==> src/rtl/ffha_table.sv <==
// Block table memory of the heap allocator: one write port, one read port,
// registered read data that holds between reads. No dependencies.
module ffha_table #(
    parameter int DEPTH = 64,
    parameter int ENT_W = 46
) (
    input  logic                     i_clk,
    input  logic                     i_we,
    input  logic [$clog2(DEPTH)-1:0] i_waddr,
    input  logic [ENT_W-1:0]         i_wdata,
    input  logic                     i_re,
    input  logic [$clog2(DEPTH)-1:0] i_raddr,
    output logic [ENT_W-1:0]         o_rdata
);
    logic [ENT_W-1:0] r_mem [DEPTH];

    always_ff @(posedge i_clk) begin
        if (i_we) begin
            r_mem[i_waddr] <= i_wdata;
        end
    end

    always_ff @(posedge i_clk) begin
        if (i_re) begin
            o_rdata <= r_mem[i_raddr];
        end
    end

endmodule

==> config.mk <==
export PLATFORM = sky130hd
export DESIGN_NAME = ffha_table
export DESIGN_NICKNAME = d
export VERILOG_FILES = /design/src/rtl/ffha_table.sv
export SDC_FILE = /design/constraint.sdc
export NUM_CORES = 2
export LEC_CHECK = 0
export BUFFER_PORTS_ARGS = -buffer_cell sky130_fd_sc_hd__buf_2
export CORE_AREA = 2 2 675 677
export CTS_BUF_LIST = sky130_fd_sc_hd__clkbuf_2 sky130_fd_sc_hd__clkbuf_4 sky130_fd_sc_hd__clkbuf_8
export CTS_CLUSTER_SIZE = 28
export DETAILED_ROUTE_END_ITERATION = 7
export DIE_AREA = 0 0 677 679
export PLACE_DENSITY_LB_ADDON = 0.05
export SETUP_SLACK_MARGIN = 0.15
export SLEW_MARGIN = 20
export SYNTH_ARGS = -nofsm -noshare
export SYNTH_HDL_FRONTEND = slang
export SYNTH_SLANG_ARGS = --single-unit
==> constraint.sdc <==
create_clock -name i_clk -period 5.9 [get_ports i_clk]
set_input_delay 1.18 -clock i_clk [delete_from_list [all_inputs] [get_ports i_clk]]
set_output_delay 1.18 -clock i_clk [all_outputs]
set_load 0.05 [all_outputs]
==> summary.txt <==
Critical path
  • Worst EP required: between 4000 and 5000 ps
  • WP buf/inv: 1
  • Crit path max fanout: 1
  • Critical R2R Launch: r_mem[45][24]
  • FF-to-FF path depth: 5
  • CP Capture Type: output port
  • CP Class: reg -> out
  • Worst-path cell chain: buf_2
  • Max incr delay on CP: 820 ps
  • Startpoint types: flip-flop
  • Arrival time worst endpoint: between 2000 and 2500 ps
  • Worst R2R Setup Slack: 3460 ps
  • Worst reg2reg endpoint: o_rdata[24]
  • CP top delay family: flip-flops
  • Slowest-stage cell, CP: edfxtp_1

Drt
  • Vias post-DR: 55200
  • DR pass1 iterations: 7
  • Post-route ant nets: 0
  • Wirelength per Cell: 34.3 um
  • Initial drt markers: 4585
  • DR vias/cell: between 4 and 5
  • Routed wire length: 408 mm
  • DRC: 0

Power and ir drop
  • Peak VDD IR: 0.189 mV
  • Psw: roughly 11 mW
  • Sequential power share: a little over half
  • Comb pwr share: 5.3%
  • Int Power: 34.8 mW
  • Power Density: 340 mW/mm^2
  • Clock power share: 42.6%
  • Switching share of power: 23.4%
  • Leak Pwr: 40.8 nW

Worst hold path
  • Worst Hold End: r_mem[42][44]
  • Hold Path Depth: 1
  • Hold path startpoint: i_wdata[44]
  • Worst Hold Class: in -> reg

CTS
  • H-tree depth: 6
  • Post-CTS setup buffers: 0
  • CTS max path bufs: 4
  • Reg clk slew, reported paths: 60 ps
  • Post-CTS Resized: 0
  • Clock latency on the worst-skew pair: around 1200 ps
  • CTS tree: done
  • # hold bufs at CTS: 0
  • TritonCTS buffer count: 557
  • CTS Sinks: 2990
  • Root Driver: clkbuf_8

Global route
  • Initial antenna violation count: 50
  • First-pass GRT wire length: 546 mm
  • Total Routing Usage GR: 17.4%
  • Grt total ovfl: 0
  • Largest net degree at the start of global routing: 82
  • Vias in the first global route: 59100

Die
  • # rows: 247
  • Initial Utilization: 24.9%
  • Die width: 677 um
  • Die H: ~680 um
  • IO Pins: approximately 110
  • Die area: 0.460 mm^2
  • CORE AREA: approximately 0.45 mm^2

Place
  • Post-DP HPWL: around 230 mm
  • Port Buffer Count: 106
  • Placer Congestion: roughly 0.72

STA
  • Rel. slew slack: 19.7%
  • Clock skew: 44.9 ps
  • Final hold vios: 0
  • Fmax: 0.278 GHz
  • Final period utilization: about three fifths
  • Setup-failing EPs final: 0
  • Tmin final: ~3600 ps
  • Setup TNS: 0 ps
  • Final Max Slew Viols: 0
  • Hold Slack: 431 ps
  • Unrepaired setup endpoints after global routing: no
  • Worst slew pin tran: ~1200 ps

Finish
  • Proportion of layout cells with a drive suffix above 1: 35.3%
  • Nets: 5560
  • Area grow syn2layout: 18.6%

Synth
  • Mean post-synth cell area: 23.4 um^2
  • Yosys warns: 0
  • Number of synthesized flops with an enable pin: roughly 3000
  • Flops & latches, synth: approximately 3000
  • Netlist Area Pre-Place: 0.113 mm^2
  • Async S/R FF share, synth: 0%
  • Gate Count Post-Synth: 4805
  • Fraction of the yosys area taken by sequential cells: roughly 80%
  • Top_reg_cell synth: edfxtp_1
  • Mapped Nets: slightly below 5000
  • Yosys cell types: 40

Outcome
  • Outcome: completed

Job
  • Max_cap viols: 0
power by group through the flow:
stage               sequential [mW]  combinational (mW)  clock (mW)
floorplan                      24.2                1.09           0
global placement               24.1                2.46           0
detailed placement             24.1                2.47           0
CTS                            23.7                2.48        20.1
global route                   23.7                2.56        21.0
finish                         23.7                2.39        19.4
routing by layer:
layer | GRT usage, % | share of wire (%) | up-vias
li1 | - | - | 22300
met1 | 23.9 | 45 | 30900
met2 | 29.4 | 49 | 1438
met3 | 2.34 | 3.8 | 551
met4 | 3.71 | 2.0 | 2
met5 | 0 | 0.0020 | -
logic make-up after synthesis:
logic type	after synthesis	share of synthesized area (%)
flip-flops	2990	79.7
multiplexers	774	14.8
AO/OA/AOI/OAI	426	2.73
AND/OR/NAND/NOR	342	1.58
buffers and inverters	273	1.20
worst reg2reg max path, stage by stage, from the launching register on:
cell	delay [ps]
edfxtp_1	350
mux4_2	480
nor2b_1	150
a211oi_1	660
nor3_1	300
o22a_1	230
how the worst max path moves through the flow:
stage	start	to	slack (ps)	cells after the start
after floorplan	i_waddr[3]	r_mem[48][0]	580	4
after global placement	i_raddr[2]	o_rdata[27]	960	8
after detailed placement	i_raddr[1]	o_rdata[15]	1230	7
after CTS	o_rdata[6]	o_rdata[6]	2110	1
after global routing	o_rdata[6]	o_rdata[6]	2230	1
final	o_rdata[6]	o_rdata[6]	2310	1
state kept, by name, indices dropped and copies added, names as in the netlist:
signal   count
r_mem     2944
o_rdata     46
layout make-up:
class	instances	area, um^2
diodes	16	40.0
clock buffers	772	9430
clock inverters	195	1070
fillers	44100	318000
inverters	1	3.75
multi-input cells	1542	22200
flip-flops and latches	2990	89800
well taps	5976	7480
repair buffers	407	3620
cell usage in the layout, fill, tap and decap left out, types with 9 or more instances in the layout:
cell        synthesis  layout
inv_6               0      14
edfxtp_1         2990    2990
diode_2             0      16
clkinv_2            0      39
clkbuf_8            0     581
buf_2              61      91
o22ai_1           171     171
o211ai_1           16      16
nand2_1            25      16
nor2b_1            59      54
o22a_1             26      26
and4_1             10      10
nor3_1             41      32
a22oi_1           110     110
clkinv_1            0     116
o221ai_1           32      32
buf_12              0      60
nor2_4              0      64
and3_1             10      10
nand3_1            60      60
nor3_2              0       9
nor4_1             25      16
a211oi_1           58      58
nor4_2              0       9
mux4_2            711     711
mux2i_1            59      59
buf_4              35     252
nor2_1             82      17
clkbuf_4            0     191
clkinvlp_4          0      16
synthesized netlist by cell type, drive strengths merged (3+ instances only):
| cell | number | area [um^2] |
|---|---|---|
| mux2 | 4 | 45.0 |
| and2 | 4 | 25.0 |
| nand3 | 60 | 300 |
| and3 | 10 | 62.6 |
| or2 | 6 | 37.5 |
| mux2i | 59 | 591 |
| nand2 | 25 | 93.8 |
| a2111oi | 4 | 53.8 |
| edfxtp | 2990 | 89800 |
| and4 | 10 | 87.6 |
| o21ai | 3 | 15.0 |
| nand3b | 4 | 30.0 |
| buf | 134 | 831 |
| clkbuf | 138 | 518 |
| a221oi | 3 | 26.3 |
| o22ai | 171 | 1070 |
| o22a | 26 | 228 |
| o211ai | 16 | 120 |
| nor3 | 41 | 205 |
| mux4 | 711 | 16000 |
| a211oi | 58 | 435 |
| a22oi | 110 | 826 |
| nand2b | 10 | 62.6 |
| nor2b | 59 | 369 |
| nor2 | 82 | 308 |
| o221ai | 32 | 280 |
| nor4 | 25 | 156 |
through the flow:
| step | total power [mW] | instance area (um^2) | instances | setup WS, ps | util (%) |
|---|---|---|---|---|---|
| 2_1_floorplan | 25.3 | 113000 | 4805 | 576 | - |
| 3_3_place_gp | 26.6 | 123000 | 10900 | 956 | 27.2 |
| 3_5_place_dp | 26.6 | 123000 | 10900 | 1230 | 27.2 |
| 4_1_cts | 46.3 | 134000 | 11900 | 2110 | 29.5 |
| 5_1_grt | 47.2 | 134000 | 11900 | 2230 | 29.6 |
| 6_report | 45.4 | 134000 | 11900 | 2310 | 29.6 |
Power figures use the tool's default switching activity.
