--- src/rtl/ffha_pkg.sv ---
// Package for the first-fit heap allocator.
// Holds the shared codes, field widths and parameter defaults; no dependencies.
package ffha_pkg;

    localparam int DEF_MAX_BLOCKS   = 64;
    localparam int DEF_HEADER_BYTES = 16;
    localparam int DEF_ARENA_BYTES  = 65536;

    localparam int ADDR_W   = 32;
    localparam int REQ_W    = 17;
    localparam int HSIZE_W  = 17;
    localparam int USED_W   = 17;
    localparam int STATUS_W = 2;
    localparam int ALU_W    = 32;

    localparam int MIN_HEAP_BYTES = 64;
    localparam logic [HSIZE_W-1:0] RESET_HEAP_SIZE = HSIZE_W'(65536);

    // Configuration register indexes.
    localparam int CFG_IDX_W = 2;
    localparam logic [CFG_IDX_W-1:0] CFG_HEAP_BASE = 2'd0;
    localparam logic [CFG_IDX_W-1:0] CFG_HEAP_SIZE = 2'd1;

    // Result status codes.
    localparam logic [STATUS_W-1:0] ST_OK      = 2'd0;
    localparam logic [STATUS_W-1:0] ST_NOFIT   = 2'd1;
    localparam logic [STATUS_W-1:0] ST_BADADDR = 2'd2;

    // Request kinds.
    localparam logic KIND_ALLOC = 1'b0;
    localparam logic KIND_FREE  = 1'b1;

    typedef enum logic {
        ALU_ADD,
        ALU_SUB
    } t_alu_op;

endpackage

--- src/rtl/ffha_alu.sv ---
// Shared three-operand adder/subtractor of the heap allocator.
// Depends on ffha_pkg for the operation codes and the datapath width.
module ffha_alu (
    input  ffha_pkg::t_alu_op          i_op,
    input  logic [ffha_pkg::ALU_W-1:0] i_a,
    input  logic [ffha_pkg::ALU_W-1:0] i_b,
    input  logic [ffha_pkg::ALU_W-1:0] i_c,
    output logic [ffha_pkg::ALU_W:0]   o_y
);
    import ffha_pkg::*;

    // The top bit is the carry of an add or the borrow of a subtract.
    always_comb begin
        unique case (i_op)
            ALU_ADD: o_y = {1'b0, i_a} + {1'b0, i_b} + {1'b0, i_c};
            ALU_SUB: o_y = {1'b0, i_a} - {1'b0, i_b} - {1'b0, i_c};
            default: o_y = '0;
        endcase
    end

endmodule

--- config.mk ---
export PLATFORM = sky130hd
export DESIGN_NAME = ffha_alu
export DESIGN_NICKNAME = d
export VERILOG_FILES = /design/src/rtl/ffha_pkg.sv /design/src/rtl/ffha_alu.sv
export SDC_FILE = /design/constraint.sdc
export NUM_CORES = 1
export LEC_CHECK = 0
export BUFFER_PORTS_ARGS = -buffer_cell sky130_fd_sc_hd__buf_2
export CAP_MARGIN = 20
export CELL_PAD_IN_SITES_DETAIL_PLACEMENT = 1
export CELL_PAD_IN_SITES_GLOBAL_PLACEMENT = 1
export CORE_MARGIN = 5
export CORE_UTILIZATION = 42
export DETAILED_ROUTE_END_ITERATION = 10
export GPL_ROUTABILITY_DRIVEN = 0
export PLACE_DENSITY = 0.85
export SETUP_SLACK_MARGIN = 0.15
export SLEW_MARGIN = 20
export SYNTH_ARGS = -nofsm -noshare
export SYNTH_HDL_FRONTEND = slang
export SYNTH_SLANG_ARGS = --single-unit
--- constraint.sdc ---
create_clock -name vclk -period 3.36
set_input_delay 0.168 -clock vclk [all_inputs]
set_output_delay 0.168 -clock vclk [all_outputs]
set_load 0.05 [all_outputs]
==> summary.md, run 1 <==
| Metric | Value |
|---|---|
| Largest net degree at the start of global routing | `28` |
| Worst Tran Pin Value | `approximately 0.57 ns` |
| GRT Util Overall | `28.9%` |
| Hpwl dp | `between 15,000 and 20,000 µm` |
| Worst Hold Endpoint | `o_y[0]` |
| Worst rel slew slack | `61.8%` |
| Failing checks | `negative setup slack` |
| Max Cap Violations | `0` |
| Final WL | `25,700 µm` |
| Final worst path period need | `3.67 ns` |
| Final hold vios | `0` |
| RSZ-0062 raised after global routing | `yes` |
| Fillers | `1,415` |
| Die height | `121 µm` |
| Fin cells | `approximately 1,000` |
| Mux share of post-synthesis cell area | `1.77%` |
| Hold Crit Class | `in2out` |
| Post-DR vias/cell | `between 6 and 7` |
| Seq/Total Area, Yosys | `0%` |
| Hold path cells | `5` |
| Critical path startpoint category | `input port` |
| Crit. End Element | `primary output` |
| Setup violations, final | `16` |
| Net count after synthesis | `874` |
| Unique masters post-synth | `58` |
| Drt first pass iters | `5` |
| Largest family of logic cells by synthesized area | `adder cells` |
| P per Cell Area | `530 nW/µm²` |
| Xor/xnor share of the synthesized area | `roughly 9.0%` |
| Synthesized cell area | `5170 µm²` |
| F_max | `0.272 GHz` |
| Antenna-violating nets left | `0` |
| Hold Startpoint | `i_a[1]` |
| Synth area leaders | `fa_1 (25%), ha_1 (16%), a21oi_1 (7.1%)` |
| Rows | `40` |
| IO Port Bufs | `130` |
| CLK BUF | `0` |
| WP data arrival | `3.50 ns` |
| GRT overflow | `0` |
| DRC Markers | `0` |
| Outcome | `finished, violations left` |
| Maximum vdd drop | `between 0.3 and 0.4 mV` |
| Ratio of cells with drive above 1 in the final layout | `about two fifths` |
| Area leader, netlist | `fa_1` |
| Setup TNS | `-3.11 ns` |
| Initial Util | `between 40 and 50%` |
| Worst path required time | `3.19 ns` |
| Die area | `roughly 15,000 µm²` |
| Crit path max fanout | `3` |
| Synth Area in Compound Gates | `28.5%` |
| YS warnings | `0` |
| Iteration-0 DRC Markers | `509` |
| Mapped Cells | `647` |
| Via count | `6,356` |
| Post-Place Cells | `1,005` |
| Vias in the first global route | `between 6,000 and 7,000` |
| Fin worst setup slack | `-0.312 ns` |
| Nets | `approximately 1,100` |
| Post-synth top area share | `25.2%` |
| Core area | `12,100 µm²` |
| Tcrit/Tclk final | `109%` |
| Register Area | `0 µm²` |
| Crit path kind | `in2out` |
| Overall Power | `4.08 mW` |
| Fin. max-slew vios | `0` |
| Initial antenna violation count | `1` |
| Post-synthesis adder-cell area fraction | `roughly two fifths` |
| Routed len/inst | `24.9 µm` |
| Boundary Pins | `130` |
| Die Wd | `around 120 µm` |
| Post-Synth Simple-Gate Area | `12.7%` |
| Seq Cell Count | `0` |
| Mean Syn Cell Area | `7.99 µm²` |
| Leakage power | `roughly 3.7 nW` |
| First-pass GRT wire length | `34,700 µm` |
| Layout area overhead | `48.9%` |
-- synthesized netlist by cell type, types with 10 or more instances --
master    number
a211oi_1      10
a21o_1        28
a21oi_1       73
clkbuf_1      15
fa_1          65
ha_1          65
inv_1         82
nand2_1       46
nand3_1       14
nor2_1        26
o21ai_0       31
o21ai_1       10
xnor2_1       31
xor2_1        22
-- layout make-up --
class | instances | area (µm²) | share of cell area, %
Tap cell | 168 | 210 | 2.73
Antenna cell | 2 | 5.00 | 0.0650
Multi-Input combinational cell | 549 | 5560 | 72.2
Inverter | 82 | 308 | 4.00
Timing Repair Buffer | 230 | 1620 | 21.0
-- cell families (layout without fill, tap and decap cells) --
group	after synthesis	after routing
fa+ha+maj	130	130
xor+xnor	53	53
mux	9	9
buf+inv	98	312
simple gates	137	137
other cells	0	2
compound gates	220	220
-- stage by stage --
stage | instance area, µm² | utilization, % | hold WS (ns) | worst slack, ns
6_report | 7700 | 63.8 | 0.974 | -0.312
4_1_cts | 7280 | 60.4 | 0.949 | -0.0949
2_1_floorplan | 5330 | - | 0.758 | 0.0165
3_5_place_dp | 6720 | 55.7 | 0.985 | -0.409
3_3_place_gp | 6720 | 55.7 | 0.963 | -0.225
5_1_grt | 7690 | 63.8 | 1.01 | -0.358
-- report_power, final --
part,internal [mW],leakage [nW],switching (mW),total [mW]
Sequential,0,0,0,0
Combinational,1.63,3.66,2.45,4.08
Clock,0.0000000798,0.0000127,0,0.0000000799
Total,1.63,3.66,2.45,4.08
-- worst max-delay path by stage --
| stage | end | slack, ns | from |
|---|---|---|---|
| final | o_y[30] | -0.31 | i_b[5] |
| after global routing | o_y[31] | -0.36 | i_b[5] |
| after CTS | o_y[29] | -0.09 | i_c[16] |
| after detailed placement | o_y[29] | -0.41 | i_a[1] |
| after global placement | o_y[27] | -0.22 | i_a[1] |
| after floorplan | o_y[19] | 0.02 | i_a[1] |
-- placed cells by master, fill, tap and decap left out, types with 4 or more instances in the layout --
cell type  synthesis  final
o21ai_0           31     19
ha_1              65     47
a211oi_2           0      7
a31oi_4            0      4
buf_4              0     93
fa_2               0      8
nor3_1             7      4
o21a_1             8      8
inv_1             82     82
a211o_1            4      4
o211ai_1           9      9
a21o_1            28     27
buf_2              0    103
nor2_1            26     25
fa_1              65     57
xor2_1            22     21
nand2_1           46     43
xnor2_1           31     25
ha_2               0      4
mux2i_1            8      5
xnor2_2            0      6
a21oi_4            1      5
and3_1             4      4
a21oi_1           73     52
o21ai_2            0      6
a31oi_1            9      5
a21oi_2            3     20
o21ai_1           10     11
nand3_1           14     14
nand4_1            5      5
buf_6              0     30
o21ai_4            0      5
nand2b_1           9      9
ha_4               0     14
nor2b_1            9      8
-- per-layer routing --
metal	global-route usage [%]	vias up	wire, µm
li1	-	2696	-
met1	30.6	3118	9080
met2	56.2	379	13200
met3	2.14	163	1380
met4	14.9	0	2060
met5	0	-	0
-- repair_timing --
item	CTS	global route
setup endpoints to repair	21	23
hold buffers	0	0
resized for setup	104	74
setup buffers	13	11
hold endpoints to repair	0	0
pin swaps	47	45
-- critical path: stages --
cell and delay, ns:
buf_8 0.10, fa_2 0.61, ha_4 0.23, a2111oi_4 0.40, o211ai_1 0.25, and4_4 0.26
o221ai_4 0.28, o21ai_4 0.12, a21bo_4 0.25, a21o_4 0.23, mux2i_1 0.13, a211o_1 0.29
buf_6 0.16
No activity file was read; power rests on OpenSTA's default activity.
==> inputs of run 2 (changes only) <==
==> constraint.sdc (replaced) <==
create_clock -name vclk -period 3.36
set_input_delay 1.008 -clock vclk [all_inputs]
set_output_delay 1.008 -clock vclk [all_outputs]
set_load 0.05 [all_outputs]
==> run 2 against run 1 <==
The flow now stops in clock tree synthesis (4_1_cts). Synthesized cell count unchanged. Synthesized area is the same.
==> summary.md, run 2 <==
| Metric | Value |
|---|---|
| Stop err | `[ERROR DPL-0033] detailed placement checks failed during check placement.` |
| Exit stage | `clock tree synthesis (4_1_cts)` |
| Die height | `121 µm (unchanged)` |
| Post-CTS Setup Bufs | `13 (unchanged)` |
| Initial Util | `42.9% (unchanged)` |
| Mean Syn Cell Area | `7.99 µm² (unchanged)` |
| Synth area leaders | `fa_1 (25%), ha_1 (16%), a21oi_1 (7.1%)` |
| Boundary Pins | `130 (unchanged)` |
| Hpwl dp | `21,700 µm (+34%)` |
| Synthesized cell area | `5170 µm² (unchanged)` |
| Post-synth top area share | `25.2% (unchanged)` |
| IO Port Bufs | `130 (unchanged)` |
| Rows | `40 (unchanged)` |
| Most common cell in the netlist | `inv_1` |
| Area leader, netlist | `fa_1` |
| Die Wd | `121 µm (unchanged)` |
| Cts hold-fix bufs | `0 (unchanged)` |
| Seq/Total Area, Yosys | `0% (unchanged)` |
| Post-cts resize count | `192 (+85%)` |
| Commonest cells post-synth | `inv_1 (82), a21oi_1 (73), fa_1 (65), ha_1 (65), nand2_1 (46)` |
| YS warnings | `0 (unchanged)` |
| Outcome | `did not finish` |
| Unique masters post-synth | `58 (unchanged)` |
| Mapped Cells | `647 (unchanged)` |
| Net count after synthesis | `874 (unchanged)` |
[run 2: cell families after synthesis]
logic type                 after synthesis  synth area share, %
buffers and inverters                   98                 7.12
muxes                                    9                 1.77
and+or+nand+nor                        137                 12.7
xor gates and xnor gates                53                 8.98
AOI/OAI and AO/OA                      220                 28.5
adders and majority gates              130                 40.9
[run 2: metrics by stage]
stage	hold slack (ns)	setup TNS, ns	instance area (µm²)	std cells	setup slack [ns]
after global placement	2.48	-43.85	7890	1118	-1.87
after floorplan	2.27	-31.10	5650	647	-1.60
after detailed placement	2.49	-49.14	7890	1118	-2.12
==> inputs of run 3 (changes only) <==
Settings changed: CELL_PAD_IN_SITES_DETAIL_PLACEMENT 1 to not set, CELL_PAD_IN_SITES_GLOBAL_PLACEMENT 1 to not set, CORE_UTILIZATION 42 to 40, PLACE_DENSITY 0.85 to not set, PLACE_DENSITY_LB_ADDON set to 0.15, SETUP_SLACK_MARGIN 0.15 to not set.
==> run 3 against run 2 <==
The flow now finishes, with violations (negative setup slack).
==> summary.md, run 3 (same netlist as run 1, synthesis figures left out) <==
| Metric | Value |
|---|---|
| Outcome | `finished, violations left` |
| Failing checks | `negative setup slack` |
| Maximum vdd drop | `0.372 mV` |
| Final WL | `18,300 µm` |
| F_max | `just under 0.2 GHz` |
| Die area | `between 15,000 and 20,000 µm²` |
| Final hold vios | `0` |
| Core area | `12,700 µm²` |
| Crit path max fanout | `4` |
| Crit-path slowest cell | `fa_1` |
| Worst rel slew slack | `72.3%` |
| DRC Markers | `0` |
| GRT Util Overall | `around 22%` |
| GRT overflow | `0` |
| IO Port Bufs | `130 (unchanged)` |
| Hpwl dp | `14,200 µm (-34%)` |
| CLK BUF | `0` |
| Routed len/inst | `15.7 µm` |
| Crit path kind | `in2out` |
| Via count | `6,106` |
| Ratio of cells with drive above 1 in the final layout | `55.5%` |
| Initial antenna violation count | `2` |
| First-pass GRT wire length | `28,200 µm` |
| Iteration-0 DRC Markers | `284` |
| Crit. End Element | `primary output` |
| Worst-path cell chain | `buf_6 -> fa_1 -> ha_4 -> fa_2 -> a21oi_4 -> o21ai_4 -> a22o_4 -> a31oi_4 -> o41ai_4 -> clkbuf_16 -> a31oi_4 -> a21boi_2 -> xnor2_2 -> o21ai_4 -> buf_6` |
| Setup TNS | `-41.40 ns` |
| Worst Tran Pin Value | `0.414 ns` |
| Fin. max-slew vios | `0` |
| Seq Cell Count | `0` |
| Post-Place Cells | `1,138 (+1.8%)` |
| Layout area overhead | `83.0%` |
| Setup violations, final | `33` |
| Antenna-violating nets left | `0` |
| Tcrit/Tclk final | `151%` |
| Nets | `1,222` |
| Fin worst setup slack | `-1.70 ns` |
| Crit path largest cell delay | `roughly 0.52 ns` |
| Critical path startpoint category | `input port` |
| Hold Crit Class | `in2out` |
| Rows | `41 (+2.5%)` |
| Fin cells | `1,167` |
| Register Area | `0 µm²` |
| Fin util | `74.7%` |
| Largest net degree at the start of global routing | `26` |
| Die Wd | `124 µm (+2.3%)` |
| Leakage power | `roughly 4.5 nW` |
| Drt first pass iters | `4` |
| Initial Util | `40.8% (-2.1 points)` |
| Max Cap Violations | `0` |
| WP data arrival | `4.05 ns` |
| Boundary Pins | `130 (unchanged)` |
| RSZ-0062 raised after global routing | `yes` |
| P per Cell Area | `487 nW/µm²` |
| Most frequent cells in the layout | `buf_4 (215), buf_2 (87), inv_1 (76)` |
| Post-DR vias/cell | `5.23` |
| Vias in the first global route | `6,267` |
| Area of the multi-input gates | `~6100 µm²` |
| Die height | `124 µm (+2.3%)` |
| Place WS | `-1.95 ns (+0.171 ns)` |
| Worst path required time | `2.35 ns` |
| Fillers | `914` |
| Commonest non-fill, non-tap cell in the layout | `buf_4` |
| Final worst path period need | `between 5 and 6 ns` |
## run 3: per-stage QoR
step	cell area [µm²]	hold WS, ns	total power, mW
2_1_floorplan	5640	2.27	2.42
3_3_place_gp	8010	2.56	3.59
3_5_place_dp	8010	2.56	3.65
4_1_cts	8990	2.47	4.31
5_1_grt	9460	2.49	4.91
6_report	9460	2.46	4.61
## run 3: per-layer routing
metal	vias up	track usage, %	part of all wire (%)
met2	148	42.8	53
met4	0	3.94	2.4
met5	-	0	0
met3	37	1.23	3.9
met1	2974	27.4	40
li1	2947	-	-
## run 3: worst max-delay path: cells and delay by family
kind	cells	cell delay (ns)
compound gates	8	1.30
xor+xnor	1	0.17
fa+ha+maj	3	1.12
buf+inv	3	0.45
## run 3: worst paths after layout
| kind | endpoint | startpoint | cells past startpoint | slack, ns |
|---|---|---|---|---|
| min | o_y[30] | i_op | 3 | 2.46 |
| max | o_y[27] | i_c[1] | 15 | -1.70 |
## run 3: timing repair
item                                    4_1_cts  5_1_grt
resized for setup                           186       75
buffers inserted                             22       11
hold buffers                                  0        0
pin swaps                                    88       64
endpoints found under the setup margin       33       33
hold endpoints to repair                      0        0
## run 3: final cells by class
| class | instances | share of cell area, % |
|---|---|---|
| Tap cell | 172 | 2.27 |
| Antenna cell | 2 | 0.0529 |
| Multi-Input combinational cell | 549 | 64.8 |
| Timing Repair Buffer | 362 | 29.5 |
| Inverter | 82 | 3.33 |
## run 3: report_power, final
group	internal (mW)	switching, mW	leakage [nW]	total (mW)
Clock	0.0000000796	0	0.0000127	0.0000000796
Sequential	0	0	0	0
Combinational	2.17	2.43	4.49	4.61
==> inputs of run 4 (changes only) <==
Settings changed: GPL_TIMING_DRIVEN set to 0, SKIP_LAST_GASP set to 1.
==> run 4 against run 3 <==
The flow still finishes with violations (negative setup slack). Flip-flop and latch count did not move. First-iteration DRC count rose by 6.3%. Critical path depth fell by 2. Non-clock buffer count fell by 190. Wire length fell by 11%. Design area fell by 19%. Maximum frequency fell by 1.7%. Combinational power fell by 17%. Final cell count fell by 16%. Die area did not move. Via count fell by 13%. Critical path type unchanged.
==> summary.md, run 4 (same netlist as run 1, synthesis figures left out) <==
| Metric | Value |
|---|---|
| Outcome | `finished, violations left` |
| Failing checks | `negative setup slack` |
| Fillers | `1,124 (+23%)` |
| Boundary Pins | `130 (unchanged)` |
| Vias in the first global route | `5,598 (-11%)` |
| Initial Util | `40.8% (unchanged)` |
| Worst path required time | `2.35 ns (about the same)` |
| Largest net degree at the start of global routing | `11 (-58%)` |
| Core area | `12,700 µm² (unchanged)` |
| Commonest non-fill, non-tap cell in the layout | `buf_2` |
| Setup TNS | `-41.94 ns (-0.544 ns)` |
| CP startpoint | `i_b[5]` |
| Sw frac | `57.9% (+5.1 points)` |
| Fin cells | `976 (-16%)` |
| DP Area | `6510 µm² (-19%)` |
| Hold Startpoint | `i_a[1]` |
| Seq Cell Count | `0 (unchanged)` |
| Critical path startpoint category | `input port` |
| Fin worst setup slack | `-1.79 ns (-0.0866 ns)` |
| Overall Power | `3.83 mW (-17%)` |
| Sequential share of power | `0% (unchanged)` |
| Die Wd | `124 µm (unchanged)` |
| P per Cell Area | `497 nW/µm² (+2.2%)` |
| Max Cap Violations | `0 (unchanged)` |
| Initial antenna violation count | `1 (-1)` |
| Die area | `15,300 µm² (unchanged)` |
| Hpwl dp | `13,000 µm (-8.5%)` |
| Post-Place Cells | `949 (-17%)` |
| Worst rel slew slack | `22.4% (-50 points)` |
| Final hold vios | `0 (unchanged)` |
| Most frequent cells in the layout | `buf_2 (89), inv_1 (77), fa_1 (55)` |
| Ratio of cells with drive above 1 in the final layout | `40.3% (-15 points)` |
| Final WL | `16,200 µm (-11%)` |
| Leakage power | `3.44 nW (-23%)` |
| Routed len/inst | `16.6 µm (+6.2%)` |
| Tcrit/Tclk final | `153% (+2.6 points)` |
| Layout area overhead | `48.8%` |
| Via count | `5,302 (-13%)` |
| IO Port Bufs | `130 (unchanged)` |
| Iteration-0 DRC Markers | `302 (+6.3%)` |
| P_sw | `2.22 mW (-8.9%)` |
| Rows | `41 (unchanged)` |
| GRT Util Overall | `20.5% (-1.7 points)` |
| DRC Markers | `0 (unchanged)` |
| GRT overflow | `0 (unchanged)` |
| Post-DR vias/cell | `5.43 (+3.8%)` |
| Fin. max-slew vios | `0 (unchanged)` |
| RSZ-0062 raised after global routing | `yes` |
| Cts hold-fix bufs | `0 (unchanged)` |
| CLK BUF | `0 (unchanged)` |
| Antenna-violating nets left | `0 (unchanged)` |
| Setup violations, final | `32 (-3.0%)` |
| Register Area | `0 µm² (unchanged)` |
| Clock power frac | `0% (unchanged)` |
| Crit path kind | `in2out` |
| Worst Tran Pin Value | `1.16 ns (+0.749 ns)` |
| Nets | `1,032 (-16%)` |
| Maximum vdd drop | `0.328 mV (-12%)` |
| Final worst path period need | `5.15 ns (+0.0866 ns)` |
| Crit path max fanout | `3 (-1)` |
| WP data arrival | `4.14 ns (+0.09 ns)` |
| Drt first pass iters | `4 (unchanged)` |
| Die height | `124 µm (unchanged)` |
| Hold_ws | `2.59 ns (+0.130 ns)` |
| F_max | `0.194 GHz (-1.7%)` |
| Gate power share | `100.0% (about the same)` |
| Fin area | `7690 µm² (-19%)` |
| Area of the multi-input gates | `5950 µm² (-3.0%)` |
| First-pass GRT wire length | `25,900 µm (-8.4%)` |
| Internal power | `1.61 mW (-26%)` |
| Crit. End Element | `primary output` |
| Hold Crit Class | `in2out` |
run 4: changes by cell type in the layout (fill, tap and decap cells not counted), sizes merged:
cell    previous run  this run
buf              361       161
clkbuf             1        11
diode              2         1
run 4: repair_timing:
item                                    in CTS  in global routing
gates cloned                                 0                  0
resized for setup                          138                 84
pin swaps                                   61                 38
endpoints found under the setup margin      33                 33
setup buffers                               37                  8
run 4: stage by stage:
stage | setup WS [ns] | utilization, %
6_report | -1.79 | 60.7
5_1_grt | -1.90 | 60.7
4_1_cts | -1.81 | 57.4
3_5_place_dp | -2.12 | 51.4
3_3_place_gp | -2.09 | 51.4
2_1_floorplan | -1.60 | -
run 4: worst paths after layout:
kind,endpoint,depth (start not counted)
max,o_y[30],13
min,o_y[0],5
run 4: layout make-up:
class,count,area share [%]
Inverter,82,4.13
Timing Repair Buffer,159,15.0
Multi-Input combinational cell,549,77.3
Antenna cell,1,0.0325
Buffer,13,0.699
Tap cell,172,2.80
run 4: power groups by stage:
stage / sequential (mW) / combinational (mW) / clock, mW
5_1_grt: 0 / 4.10 / 0.0000000398
3_3_place_gp: 0 / 3.00 / 0
3_5_place_dp: 0 / 3.03 / 0
2_1_floorplan: 0 / 2.42 / 0
6_report: 0 / 3.83 / 0.0000000398
4_1_cts: 0 / 3.53 / 0
run 4: critical path, cell delays in order:
cell and delay, ns:
buf_8 0.10, fa_2 0.60, ha_4 0.23, a2111oi_4 0.32, o211ai_1 0.28, and4_4 0.27
o221ai_4 0.19, o21ai_2 0.11, a21bo_2 0.24, a21o_4 0.23, mux2i_1 0.11, a211o_2 0.27
buf_6 0.15
run 4: metal layers:
layer / wire [µm] / up-vias / GRT usage, %
li1: - / 2571 / -
met1: 6750 / 2589 / 26.6
met3: 837 / 18 / 1.59
met2: 8410 / 124 / 38.0
met4: 224 / 0 / 2.56
met5: 0 / - / 0
